--- config.mk ---
export PLATFORM = sky130hd
export DESIGN_NAME = generational_slot_allocator
export DESIGN_NICKNAME = d
export VERILOG_FILES = /design/src/rtl/core/gsa_pkg.sv /design/src/rtl/core/gsa_ram.sv /design/src/rtl/core/gsa_dp.sv /design/src/rtl/core/gsa_ctrl.sv /design/src/rtl/core/generational_slot_allocator.sv
export SDC_FILE = /design/constraint.sdc
export NUM_CORES = 2
export LEC_CHECK = 0
export CORE_UTILIZATION = 50
export CTS_CLUSTER_DIAMETER = 50
export DETAILED_ROUTE_END_ITERATION = 8
export DONT_BUFFER_PORTS = 1
export GPL_TIMING_DRIVEN = 0
export PLACE_DENSITY = 0.62
export RECOVER_POWER = 100
export SYNTH_ARGS = -nofsm -noshare
export SYNTH_HDL_FRONTEND = slang
export SYNTH_HIERARCHICAL = 1
export SYNTH_SLANG_ARGS = --single-unit
export TNS_END_PERCENT = 50
--- constraint.sdc ---
create_clock -name clock -period 12.9 [get_ports clock]
set_clock_uncertainty 0.15 [all_clocks]
set_input_delay 1.29 -clock clock [delete_from_list [all_inputs] [get_ports clock]]
set_output_delay 1.29 -clock clock [all_outputs]
set_load 0.1 [all_outputs]
--- src/rtl/core/gsa_pkg.sv ---
// Shared constants, codes and types of the generational slot allocator.
// Depends on nothing; used by every module under rtl/core except gsa_ram.
package gsa_pkg;

   localparam int SLOT_COUNT = 64;
   localparam int GEN_BITS   = 24;
   localparam int IDX_W      = (SLOT_COUNT > 1) ? $clog2(SLOT_COUNT) : 1;
   localparam int CNT_W      = $clog2(SLOT_COUNT + 1);

   localparam int HANDLE_W = 32;
   localparam int HIDX_W   = 8;
   localparam int HGEN_W   = HANDLE_W - HIDX_W;
   localparam int OWNER_W  = 32;
   localparam int ACTION_W = 3;
   localparam int STATUS_W = 2;
   localparam int RCNT_W   = 7;

   typedef enum logic [ACTION_W-1:0] {
      ACT_ALLOC     = 3'd0,
      ACT_RELEASE   = 3'd1,
      ACT_LOOKUP    = 3'd2,
      ACT_REL_OWNER = 3'd3,
      ACT_REL_ALL   = 3'd4
   } action_type;

   typedef enum logic [STATUS_W-1:0] {
      ST_OK        = 2'd0,
      ST_FULL      = 2'd1,
      ST_BAD_ID    = 2'd2,
      ST_BAD_OWNER = 2'd3
   } status_type;

   typedef struct packed {
      logic       load;
      logic       set_status;
      status_type status;
      logic       pop_rd;
      logic       gen_rd;
      logic       alloc_new;
      logic       alloc_reuse;
      logic       slot_rd;
      logic       free_one;
      logic       lookup_done;
      logic       walk_step;
   } dp_cmd_type;

   typedef struct packed {
      action_type action;
      logic       owner_zero;
      logic       stack_empty;
      logic       table_full;
      logic       id_in_range;
      logic       slot_hit;
      logic       walk_done;
   } dp_stat_type;

   function automatic logic [HANDLE_W-1:0] make_handle(input logic [IDX_W-1:0] idx,
                                                        input logic [GEN_BITS-1:0] gen);
      logic [HIDX_W-1:0] low;
      low = HIDX_W'(idx) + HIDX_W'(1);
      return {HGEN_W'(gen), low};
   endfunction

endpackage

--- src/rtl/core/gsa_ram.sv ---
// Generic single-write, single-read RAM with registered read data.
// No dependencies.
module gsa_ram #(
   parameter int WIDTH = 8,
   parameter int DEPTH = 64
) (
   input  logic                                        clock,
   input  logic                                        we,
   input  logic [((DEPTH > 1) ? $clog2(DEPTH) : 1)-1:0] waddr,
   input  logic [WIDTH-1:0]                            wdata,
   input  logic                                        re,
   input  logic [((DEPTH > 1) ? $clog2(DEPTH) : 1)-1:0] raddr,
   output logic [WIDTH-1:0]                            rdata
);

   logic [WIDTH-1:0] mem [DEPTH];
   logic [WIDTH-1:0] rdata_ff;

   always_ff @(posedge clock) begin
      if (we) begin
         mem[waddr] <= wdata;
      end
      if (re) begin
         rdata_ff <= mem[raddr];
      end
   end

   assign rdata = rdata_ff;

endmodule

--- src/rtl/core/gsa_dp.sv ---
// Datapath: slot tables (generation, owner, free stack RAMs), valid bits,
// counters and result registers. Depends on gsa_pkg and gsa_ram.
module gsa_dp (
   input  logic                           clock,
   input  logic                           reset,
   input  gsa_pkg::dp_cmd_type            cmd,
   output gsa_pkg::dp_stat_type           stat,
   input  logic [gsa_pkg::ACTION_W-1:0]   req_action,
   input  logic [gsa_pkg::HANDLE_W-1:0]   req_instance_id,
   input  logic [gsa_pkg::OWNER_W-1:0]    req_owner_tag,
   output logic [gsa_pkg::HANDLE_W-1:0]   rsp_result_id,
   output logic [gsa_pkg::STATUS_W-1:0]   rsp_status,
   output logic [gsa_pkg::OWNER_W-1:0]    rsp_owner_out,
   output logic [gsa_pkg::RCNT_W-1:0]     rsp_released_count
);

   gsa_pkg::action_type                action_ff, action_in;
   logic [gsa_pkg::HANDLE_W-1:0]       id_ff, id_in;
   logic [gsa_pkg::OWNER_W-1:0]        owner_ff, owner_in;
   logic [gsa_pkg::HANDLE_W-1:0]       res_id_ff, res_id_in;
   gsa_pkg::status_type                status_ff, status_in;
   logic [gsa_pkg::OWNER_W-1:0]        owner_out_ff, owner_out_in;
   logic [gsa_pkg::CNT_W-1:0]          released_ff, released_in;
   logic [gsa_pkg::CNT_W-1:0]          mark_ff, mark_in;
   logic [gsa_pkg::CNT_W-1:0]          fsc_ff, fsc_in;
   logic [gsa_pkg::SLOT_COUNT-1:0]     valid_ff, valid_in;
   logic [gsa_pkg::IDX_W-1:0]          idx_ff, idx_in;
   logic [gsa_pkg::CNT_W-1:0]          walk_ff, walk_in;
   logic                               pend_ff, pend_in;
   logic [gsa_pkg::IDX_W-1:0]          pend_idx_ff, pend_idx_in;

   logic [gsa_pkg::GEN_BITS-1:0]       gen_rdata;
   logic [gsa_pkg::OWNER_W-1:0]        owner_rdata;
   logic [gsa_pkg::IDX_W-1:0]          fs_rdata;

   logic [gsa_pkg::HIDX_W-1:0]         id_low;
   logic [gsa_pkg::HIDX_W-1:0]         id_idx_full;
   logic [gsa_pkg::IDX_W-1:0]          id_idx;
   logic [gsa_pkg::IDX_W-1:0]          mark_idx;
   logic [gsa_pkg::CNT_W-1:0]          fsc_dec;
   logic                               walk_issue;
   logic                               walk_hit;
   logic                               do_free;
   logic [gsa_pkg::IDX_W-1:0]          free_idx;

   logic                               rd_en;
   logic [gsa_pkg::IDX_W-1:0]          rd_addr;
   logic                               gen_we;
   logic [gsa_pkg::IDX_W-1:0]          gen_waddr;
   logic [gsa_pkg::GEN_BITS-1:0]       gen_wdata;
   logic                               own_we;
   logic [gsa_pkg::IDX_W-1:0]          own_waddr;

   assign id_low      = id_ff[gsa_pkg::HIDX_W-1:0];
   assign id_idx_full = id_low - gsa_pkg::HIDX_W'(1);
   assign id_idx      = id_idx_full[gsa_pkg::IDX_W-1:0];
   assign mark_idx    = mark_ff[gsa_pkg::IDX_W-1:0];
   assign fsc_dec     = fsc_ff - gsa_pkg::CNT_W'(1);

   assign walk_issue = cmd.walk_step && (walk_ff < mark_ff);
   assign walk_hit   = pend_ff && valid_ff[pend_idx_ff] &&
                       ((action_ff == gsa_pkg::ACT_REL_ALL) || (owner_rdata == owner_ff));
   assign do_free    = cmd.free_one || (cmd.walk_step && walk_hit);
   assign free_idx   = cmd.free_one ? idx_ff : pend_idx_ff;

   assign stat.action      = action_ff;
   assign stat.owner_zero  = (owner_ff == '0);
   assign stat.stack_empty = (fsc_ff == '0);
   assign stat.table_full  = (mark_ff >= gsa_pkg::CNT_W'(gsa_pkg::SLOT_COUNT));
   assign stat.id_in_range = (id_low != '0) && (id_idx_full < gsa_pkg::HIDX_W'(mark_ff));
   assign stat.slot_hit    = valid_ff[idx_ff] &&
                             (gsa_pkg::HGEN_W'(gen_rdata) ==
                              id_ff[gsa_pkg::HANDLE_W-1:gsa_pkg::HIDX_W]);
   assign stat.walk_done   = (walk_ff >= mark_ff) && !pend_ff;

   // shared read address for generation and owner tables, and their write controls
   always_comb begin
      rd_en = cmd.gen_rd || cmd.slot_rd || walk_issue;
      if (cmd.gen_rd) begin
         rd_addr = fs_rdata;
      end else if (cmd.slot_rd) begin
         rd_addr = id_idx;
      end else begin
         rd_addr = walk_ff[gsa_pkg::IDX_W-1:0];
      end
      gen_we    = cmd.alloc_new || do_free;
      gen_waddr = cmd.alloc_new ? mark_idx : free_idx;
      gen_wdata = cmd.alloc_new ? '0 : gen_rdata + gsa_pkg::GEN_BITS'(1);
      own_we    = cmd.alloc_new || cmd.alloc_reuse;
      own_waddr = cmd.alloc_new ? mark_idx : idx_ff;
   end

   gsa_ram #(.WIDTH(gsa_pkg::GEN_BITS), .DEPTH(gsa_pkg::SLOT_COUNT)) u_gen_ram (
      .clock (clock),
      .we    (gen_we),
      .waddr (gen_waddr),
      .wdata (gen_wdata),
      .re    (rd_en),
      .raddr (rd_addr),
      .rdata (gen_rdata)
   );

   gsa_ram #(.WIDTH(gsa_pkg::OWNER_W), .DEPTH(gsa_pkg::SLOT_COUNT)) u_owner_ram (
      .clock (clock),
      .we    (own_we),
      .waddr (own_waddr),
      .wdata (owner_ff),
      .re    (rd_en),
      .raddr (rd_addr),
      .rdata (owner_rdata)
   );

   gsa_ram #(.WIDTH(gsa_pkg::IDX_W), .DEPTH(gsa_pkg::SLOT_COUNT)) u_stack_ram (
      .clock (clock),
      .we    (do_free),
      .waddr (fsc_ff[gsa_pkg::IDX_W-1:0]),
      .wdata (free_idx),
      .re    (cmd.pop_rd),
      .raddr (fsc_dec[gsa_pkg::IDX_W-1:0]),
      .rdata (fs_rdata)
   );

   always_comb begin
      action_in    = action_ff;
      id_in        = id_ff;
      owner_in     = owner_ff;
      res_id_in    = res_id_ff;
      status_in    = status_ff;
      owner_out_in = owner_out_ff;
      released_in  = released_ff;
      mark_in      = mark_ff;
      fsc_in       = fsc_ff;
      valid_in     = valid_ff;
      idx_in       = idx_ff;
      walk_in      = walk_ff;
      pend_in      = pend_ff;
      pend_idx_in  = pend_idx_ff;

      if (cmd.load) begin
         action_in    = gsa_pkg::action_type'(req_action);
         id_in        = req_instance_id;
         owner_in     = req_owner_tag;
         res_id_in    = '0;
         status_in    = gsa_pkg::ST_OK;
         owner_out_in = '0;
         released_in  = '0;
         walk_in      = '0;
         pend_in      = 1'b0;
      end
      if (cmd.set_status) begin
         status_in = cmd.status;
      end
      if (cmd.pop_rd) begin
         fsc_in = fsc_dec;
      end
      if (cmd.gen_rd) begin
         idx_in = fs_rdata;
      end
      if (cmd.slot_rd) begin
         idx_in = id_idx;
      end
      if (cmd.alloc_new) begin
         mark_in            = mark_ff + gsa_pkg::CNT_W'(1);
         valid_in[mark_idx] = 1'b1;
         res_id_in          = gsa_pkg::make_handle(mark_idx, '0);
      end
      if (cmd.alloc_reuse) begin
         valid_in[idx_ff] = 1'b1;
         res_id_in        = gsa_pkg::make_handle(idx_ff, gen_rdata);
      end
      if (cmd.lookup_done) begin
         owner_out_in = owner_rdata;
      end
      if (cmd.walk_step) begin
         pend_in     = walk_issue;
         pend_idx_in = walk_ff[gsa_pkg::IDX_W-1:0];
         if (walk_issue) begin
            walk_in = walk_ff + gsa_pkg::CNT_W'(1);
         end
      end
      if (do_free) begin
         valid_in[free_idx] = 1'b0;
         fsc_in             = fsc_ff + gsa_pkg::CNT_W'(1);
         released_in        = released_ff + gsa_pkg::CNT_W'(1);
      end
   end

   always_ff @(posedge clock) begin
      if (reset) begin
         mark_ff  <= '0;
         fsc_ff   <= '0;
         valid_ff <= '0;
         walk_ff  <= '0;
         pend_ff  <= 1'b0;
      end else begin
         mark_ff  <= mark_in;
         fsc_ff   <= fsc_in;
         valid_ff <= valid_in;
         walk_ff  <= walk_in;
         pend_ff  <= pend_in;
      end
   end

   always_ff @(posedge clock) begin
      action_ff    <= action_in;
      id_ff        <= id_in;
      owner_ff     <= owner_in;
      res_id_ff    <= res_id_in;
      status_ff    <= status_in;
      owner_out_ff <= owner_out_in;
      released_ff  <= released_in;
      idx_ff       <= idx_in;
      pend_idx_ff  <= pend_idx_in;
   end

   assign rsp_result_id      = res_id_ff;
   assign rsp_status         = status_ff;
   assign rsp_owner_out      = owner_out_ff;
   assign rsp_released_count = gsa_pkg::RCNT_W'(released_ff);

endmodule

--- src/rtl/core/gsa_ctrl.sv ---
// Control state machine: sequences table reads, writes and slot walks.
// Depends on gsa_pkg; drives gsa_dp through command/status structs.
module gsa_ctrl (
   input  logic                  clock,
   input  logic                  reset,
   input  logic                  start,
   output logic                  busy,
   output logic                  rsp_valid,
   output gsa_pkg::dp_cmd_type   cmd,
   input  gsa_pkg::dp_stat_type  stat
);

   typedef enum logic [6:0] {
      S_IDLE   = 7'b0000001,
      S_DECODE = 7'b0000010,
      S_POP    = 7'b0000100,
      S_GEN    = 7'b0001000,
      S_SLOT   = 7'b0010000,
      S_WALK   = 7'b0100000,
      S_RESP   = 7'b1000000
   } state_type;

   state_type state_ff, state_in;

   always_comb begin
      cmd      = '0;
      state_in = state_ff;
      case (state_ff)
         S_IDLE: begin
            if (start) begin
               cmd.load = 1'b1;
               state_in = S_DECODE;
            end
         end
         S_DECODE: begin
            case (stat.action)
               gsa_pkg::ACT_ALLOC: begin
                  if (stat.owner_zero) begin
                     cmd.set_status = 1'b1;
                     cmd.status     = gsa_pkg::ST_BAD_OWNER;
                     state_in       = S_RESP;
                  end else if (!stat.stack_empty) begin
                     cmd.pop_rd = 1'b1;
                     state_in   = S_POP;
                  end else if (stat.table_full) begin
                     cmd.set_status = 1'b1;
                     cmd.status     = gsa_pkg::ST_FULL;
                     state_in       = S_RESP;
                  end else begin
                     cmd.alloc_new = 1'b1;
                     state_in      = S_RESP;
                  end
               end
               gsa_pkg::ACT_RELEASE, gsa_pkg::ACT_LOOKUP: begin
                  if (!stat.id_in_range) begin
                     cmd.set_status = 1'b1;
                     cmd.status     = gsa_pkg::ST_BAD_ID;
                     state_in       = S_RESP;
                  end else begin
                     cmd.slot_rd = 1'b1;
                     state_in    = S_SLOT;
                  end
               end
               gsa_pkg::ACT_REL_OWNER: begin
                  if (stat.owner_zero) begin
                     cmd.set_status = 1'b1;
                     cmd.status     = gsa_pkg::ST_BAD_OWNER;
                     state_in       = S_RESP;
                  end else begin
                     state_in = S_WALK;
                  end
               end
               gsa_pkg::ACT_REL_ALL: begin
                  state_in = S_WALK;
               end
               default: begin
                  state_in = S_RESP;
               end
            endcase
         end
         S_POP: begin
            cmd.gen_rd = 1'b1;
            state_in   = S_GEN;
         end
         S_GEN: begin
            cmd.alloc_reuse = 1'b1;
            state_in        = S_RESP;
         end
         S_SLOT: begin
            if (!stat.slot_hit) begin
               cmd.set_status = 1'b1;
               cmd.status     = gsa_pkg::ST_BAD_ID;
            end else if (stat.action == gsa_pkg::ACT_RELEASE) begin
               cmd.free_one = 1'b1;
            end else begin
               cmd.lookup_done = 1'b1;
            end
            state_in = S_RESP;
         end
         S_WALK: begin
            cmd.walk_step = 1'b1;
            if (stat.walk_done) begin
               state_in = S_RESP;
            end
         end
         S_RESP: begin
            state_in = S_IDLE;
         end
         default: begin
            state_in = S_IDLE;
         end
      endcase
   end

   always_ff @(posedge clock) begin
      if (reset) begin
         state_ff <= S_IDLE;
      end else begin
         state_ff <= state_in;
      end
   end

   assign busy      = (state_ff != S_IDLE);
   assign rsp_valid = (state_ff == S_RESP);

endmodule

--- src/rtl/core/generational_slot_allocator.sv ---
// Generational slot allocator: one request at a time. After accept the request is decoded;
// allocate of a new slot, unused actions and requests rejected at decode go straight to the result;
// release/lookup first read the slot; allocate from the free stack pops it, then reads the
// generation; release-by-owner/all walks the slots ever handed out, one slot per cycle through
// the generation/owner RAM read port. busy clears the cycle after the strobe; no rsp stall.
// Synchronous active-high reset: all slots unused, free stack empty. Uses gsa_ctrl, gsa_dp.
module generational_slot_allocator (
   input  logic                           clock,
   input  logic                           reset,
   input  logic                           start,
   output logic                           busy,
   input  logic [gsa_pkg::ACTION_W-1:0]   req_action,
   input  logic [gsa_pkg::HANDLE_W-1:0]   req_instance_id,
   input  logic [gsa_pkg::OWNER_W-1:0]    req_owner_tag,
   output logic                           rsp_valid,
   output logic [gsa_pkg::HANDLE_W-1:0]   rsp_result_id,
   output logic [gsa_pkg::STATUS_W-1:0]   rsp_status,
   output logic [gsa_pkg::OWNER_W-1:0]    rsp_owner_out,
   output logic [gsa_pkg::RCNT_W-1:0]     rsp_released_count
);

   gsa_pkg::dp_cmd_type  cmd;
   gsa_pkg::dp_stat_type stat;

   gsa_ctrl u_ctrl (
      .clock     (clock),
      .reset     (reset),
      .start     (start),
      .busy      (busy),
      .rsp_valid (rsp_valid),
      .cmd       (cmd),
      .stat      (stat)
   );

   gsa_dp u_dp (
      .clock              (clock),
      .reset              (reset),
      .cmd                (cmd),
      .stat               (stat),
      .req_action         (req_action),
      .req_instance_id    (req_instance_id),
      .req_owner_tag      (req_owner_tag),
      .rsp_result_id      (rsp_result_id),
      .rsp_status         (rsp_status),
      .rsp_owner_out      (rsp_owner_out),
      .rsp_released_count (rsp_released_count)
   );

endmodule

==> out/qor.yml <==
port-buffer-count: 0
cts_resized: 0
grt_pass1_wl_um: 691000
synth_warnings: 6
path_class: "flip-flop to flip-flop"
syn2layout_area_growth_pct: 13.2
rows: 211
fmax_mhz: 91.1
hold_viol: 0
whs_ps: 220
rr_worst_depth: 27
fp.dieH_um: 580
r2r_end: "u_dp/u_gen_ram/rdata[13]"
avgViaCountPerCell: 6.61
p_per_area_nw_per_um2: 151
cap_violations: 181
start_util_pct: 50.4
slew_headroom_pct: -104
period_share_pct: 85.1
status: "complete, but fails checks"
violations: "max-capacitance violations, max-slew violations"
seq_area_frac_synth_pct: 76.3
endpoint_kind: "flip-flop"
track_usage_pct: 29.6
setup_viol: 0
placed_cells: 12600
gp_congestion: 0.942
clkSlewWorstSetupHoldPaths_ps: 60
r2r_start: "u_dp/id_ff[0]"
multi_input_area_um2: 37400
first_pass_iters: 8
grt_pass1_vias: 87700
cp.arrival_ps: 11660
ir_drop_uv: 132
numClockSinks: 4274
core_um2: 331000
ios: 145
synth_cells: 7964
drt_iter0_markers: 11500
critPathLaunchType: "flip-flop"
cts_buffers: 456
finalNetCount: 8774
tightest_slew_ps: 3050
post-dp-hpwl_um: 339000
layout_commonest_cell: "edfxtp_1"
syn_nets: 8058
postRouteAntennaNets: 0
clock_latency_ps: 1010
antenna_found_initial: 24
fin_util_pct: 57.1
die_area_um2: 336000
area.sequential_um2: 127000
final_cells: 13400
drive_gt1_share_pct: 22.6
h-tree-depth: 5
nFillCells: 24300
critical_path.max_fanout: 10
cts_root_buffer: "clkbuf_16"
hold_class: "input port to flip-flop"
cts_tree: "done"
ys_types: 79
required_ps: 13590
endpoint: "u_dp/u_gen_ram/rdata[13]"
ys.flop_type: "edfxtp_1"
clk_path_buf_depth: 4
leakage_nw: 57.1
drv_slew: 4198
syn_area_per_cell_um2: 21.0
startpoint: "u_dp/id_ff[0]"
drc_errors: 0
cts_setup_buffers: 0
synth_area_um2: 167000
r2r_slack_ps: 1930
num_vias: 88700
grt_overflow_total: 0
die_x_um: 580
hold_path_depth: 0
period_minus_slack_ps: 10970
rsz0062_at_grt: "no"
mostFrequentLayoutCells: "edfxtp_1 (4,181), mux4_2 (1,001), clkbuf_1 (498)"
yosys_register_bits: 4274
wl_per_cell_um: 37.4
hold_buffers: 0
drt_wl_total_um: 502000
grt_max_degree: 71
postSynth.asyncResetShare_pct: 0
synth_edf_count: 4181
[critical path, stage by stage (launching register included)]
cell	delay (ps)
edfxtp_1	600
inv_1	180
ha_1	350
inv_1	60
ha_1	260
a21boi_0	120
o21a_1	200
o21a_1	160
o21ai_0	150
nand2b_1	80
a21oi_1	170
nor2b_1	60
a2111oi_0	360
clkbuf_1	510
nand3_1	390
inv_1	210
clkbuf_1	310
o21ai_0	120
o21ai_0	180
buf_4	220
clkbuf_1	200
clkbuf_1	1220
clkbuf_1	1130
clkbuf_1	1000
buf_4	400
mux2i_1	330
a221oi_1	1420
o21a_1	200
[where the power goes]
| part | leakage, nW | internal, W | switching (W) | total (W) |
|---|---|---|---|---|
| logic | 11.5 | 0.0000397 | 0.000216 | 0.000256 |
| clock network | 7.16 | 0.00744 | 0.00545 | 0.0129 |
| registers | 38.4 | 0.0152 | 0.000150 | 0.0154 |
| total | 57.1 | 0.0227 | 0.00581 | 0.0285 |
[kinds of logic (layout without fill, tap and decap cells)]
logic type / Yosys count / after routing / share of synthesized area [%]
flip-flops: 4274 / 4274 / 76.3
multiplexers: 1320 / 1320 / 15.5
AND/OR/NAND/NOR: 1042 / 1042 / 3.07
AO/OA/AOI/OAI: 724 / 724 / 2.98
buffers and inverters: 475 / 1562 / 1.43
XOR/XNOR: 104 / 104 / 0.545
adder cells (fa/ha/maj): 24 / 24 / 0.180
other: 1 / 11 / 0.00224
[registers in the layout (all words and copies together) (netlist names)]
| register | flops |
|---|---|
| u_ctrl/state_ff | 7 |
| u_dp/action_ff | 3 |
| u_dp/fsc_ff | 7 |
| u_dp/id_ff | 32 |
| u_dp/idx_ff | 6 |
| u_dp/mark_ff | 7 |
| u_dp/owner_ff | 32 |
| u_dp/pend_ff | 1 |
| u_dp/pend_idx_ff | 6 |
| u_dp/rsp_owner_out | 32 |
| u_dp/rsp_released_count | 7 |
| u_dp/rsp_result_id | 31 |
| u_dp/rsp_status | 2 |
| u_dp/u_gen_ram/mem | 1536 |
| u_dp/u_gen_ram/rdata | 24 |
| u_dp/u_owner_ram/mem | 2048 |
| u_dp/u_owner_ram/rdata | 32 |
| u_dp/u_stack_ram/mem | 384 |
| u_dp/u_stack_ram/rdata | 6 |
| u_dp/valid_ff | 64 |
| u_dp/walk_ff | 7 |
[routing by layer]
layer / vias to the layer above / track usage, % / wire length [µm]
li1: 34900 / - / -
met1: 47200 / 39.4 / 185000
met2: 5407 / 46.6 / 232000
met3: 1283 / 5.78 / 50000
met4: 10 / 15.6 / 34000
met5: - / 0 / 281
[cell usage after synthesis, types with 36 or more instances]
master / number / area, µm²
nor2_1: 436 / 1640
a21oi_1: 128 / 641
a221oi_1: 76 / 666
clkbuf_1: 187 / 702
a22oi_1: 48 / 360
mux4_2: 1001 / 22500
buf_2: 120 / 601
dfxtp_1: 93 / 1860
and2_1: 66 / 413
nand3_1: 71 / 355
mux2i_1: 224 / 2240
edfxtp_1: 4181 / 126000
and3_1: 37 / 231
a211oi_1: 113 / 848
nand2b_1: 43 / 269
o221ai_1: 37 / 324
buf_1: 45 / 169
buf_4: 62 / 465
nor2b_1: 50 / 313
nor3_1: 36 / 180
o22ai_1: 155 / 970
o21ai_0: 45 / 225
nand2_1: 137 / 514
nand4_1: 37 / 231
xnor2_1: 79 / 692
mux2_2: 83 / 935
[metrics by stage]
stage	total power (W)	setup TNS, ps	setup slack [ps]	area (µm²)
after global placement	0.0159	-43150	-791	173000
after detailed placement	0.0160	0	3920	179000
after global routing	0.0292	0	1900	189000
after floorplan	0.0157	0	6470	167000
final	0.0285	0	1930	189000
after CTS	0.0287	0	3880	194000
[area by class of cell]
type	count	area share (%)
antenna	10	0.0132
buffer	440	1.18
inverter	35	0.0701
tap	4366	2.89
sequential	4274	67.4
timing repair buffer	258	0.896
clock buffer	549	6.27
multi-input combinational	3215	19.8
clock inverter	280	1.54
[worst min-delay path by stage]
| stage | start | end | slack (ps) |
|---|---|---|---|
| 6_report | req_owner_tag[18] | u_dp/owner_ff[18] | 220 |
| 5_1_grt | req_owner_tag[31] | u_dp/owner_ff[31] | 210 |
| 3_5_place_dp | u_dp/pend_ff | u_dp/pend_ff | 320 |
| 2_1_floorplan | u_dp/pend_ff | u_dp/pend_ff | 300 |
| 3_3_place_gp | u_dp/pend_ff | u_dp/pend_ff | 330 |
| 4_1_cts | req_owner_tag[18] | u_dp/owner_ff[18] | 190 |
Note: power is estimated with default switching activity, not from simulation.
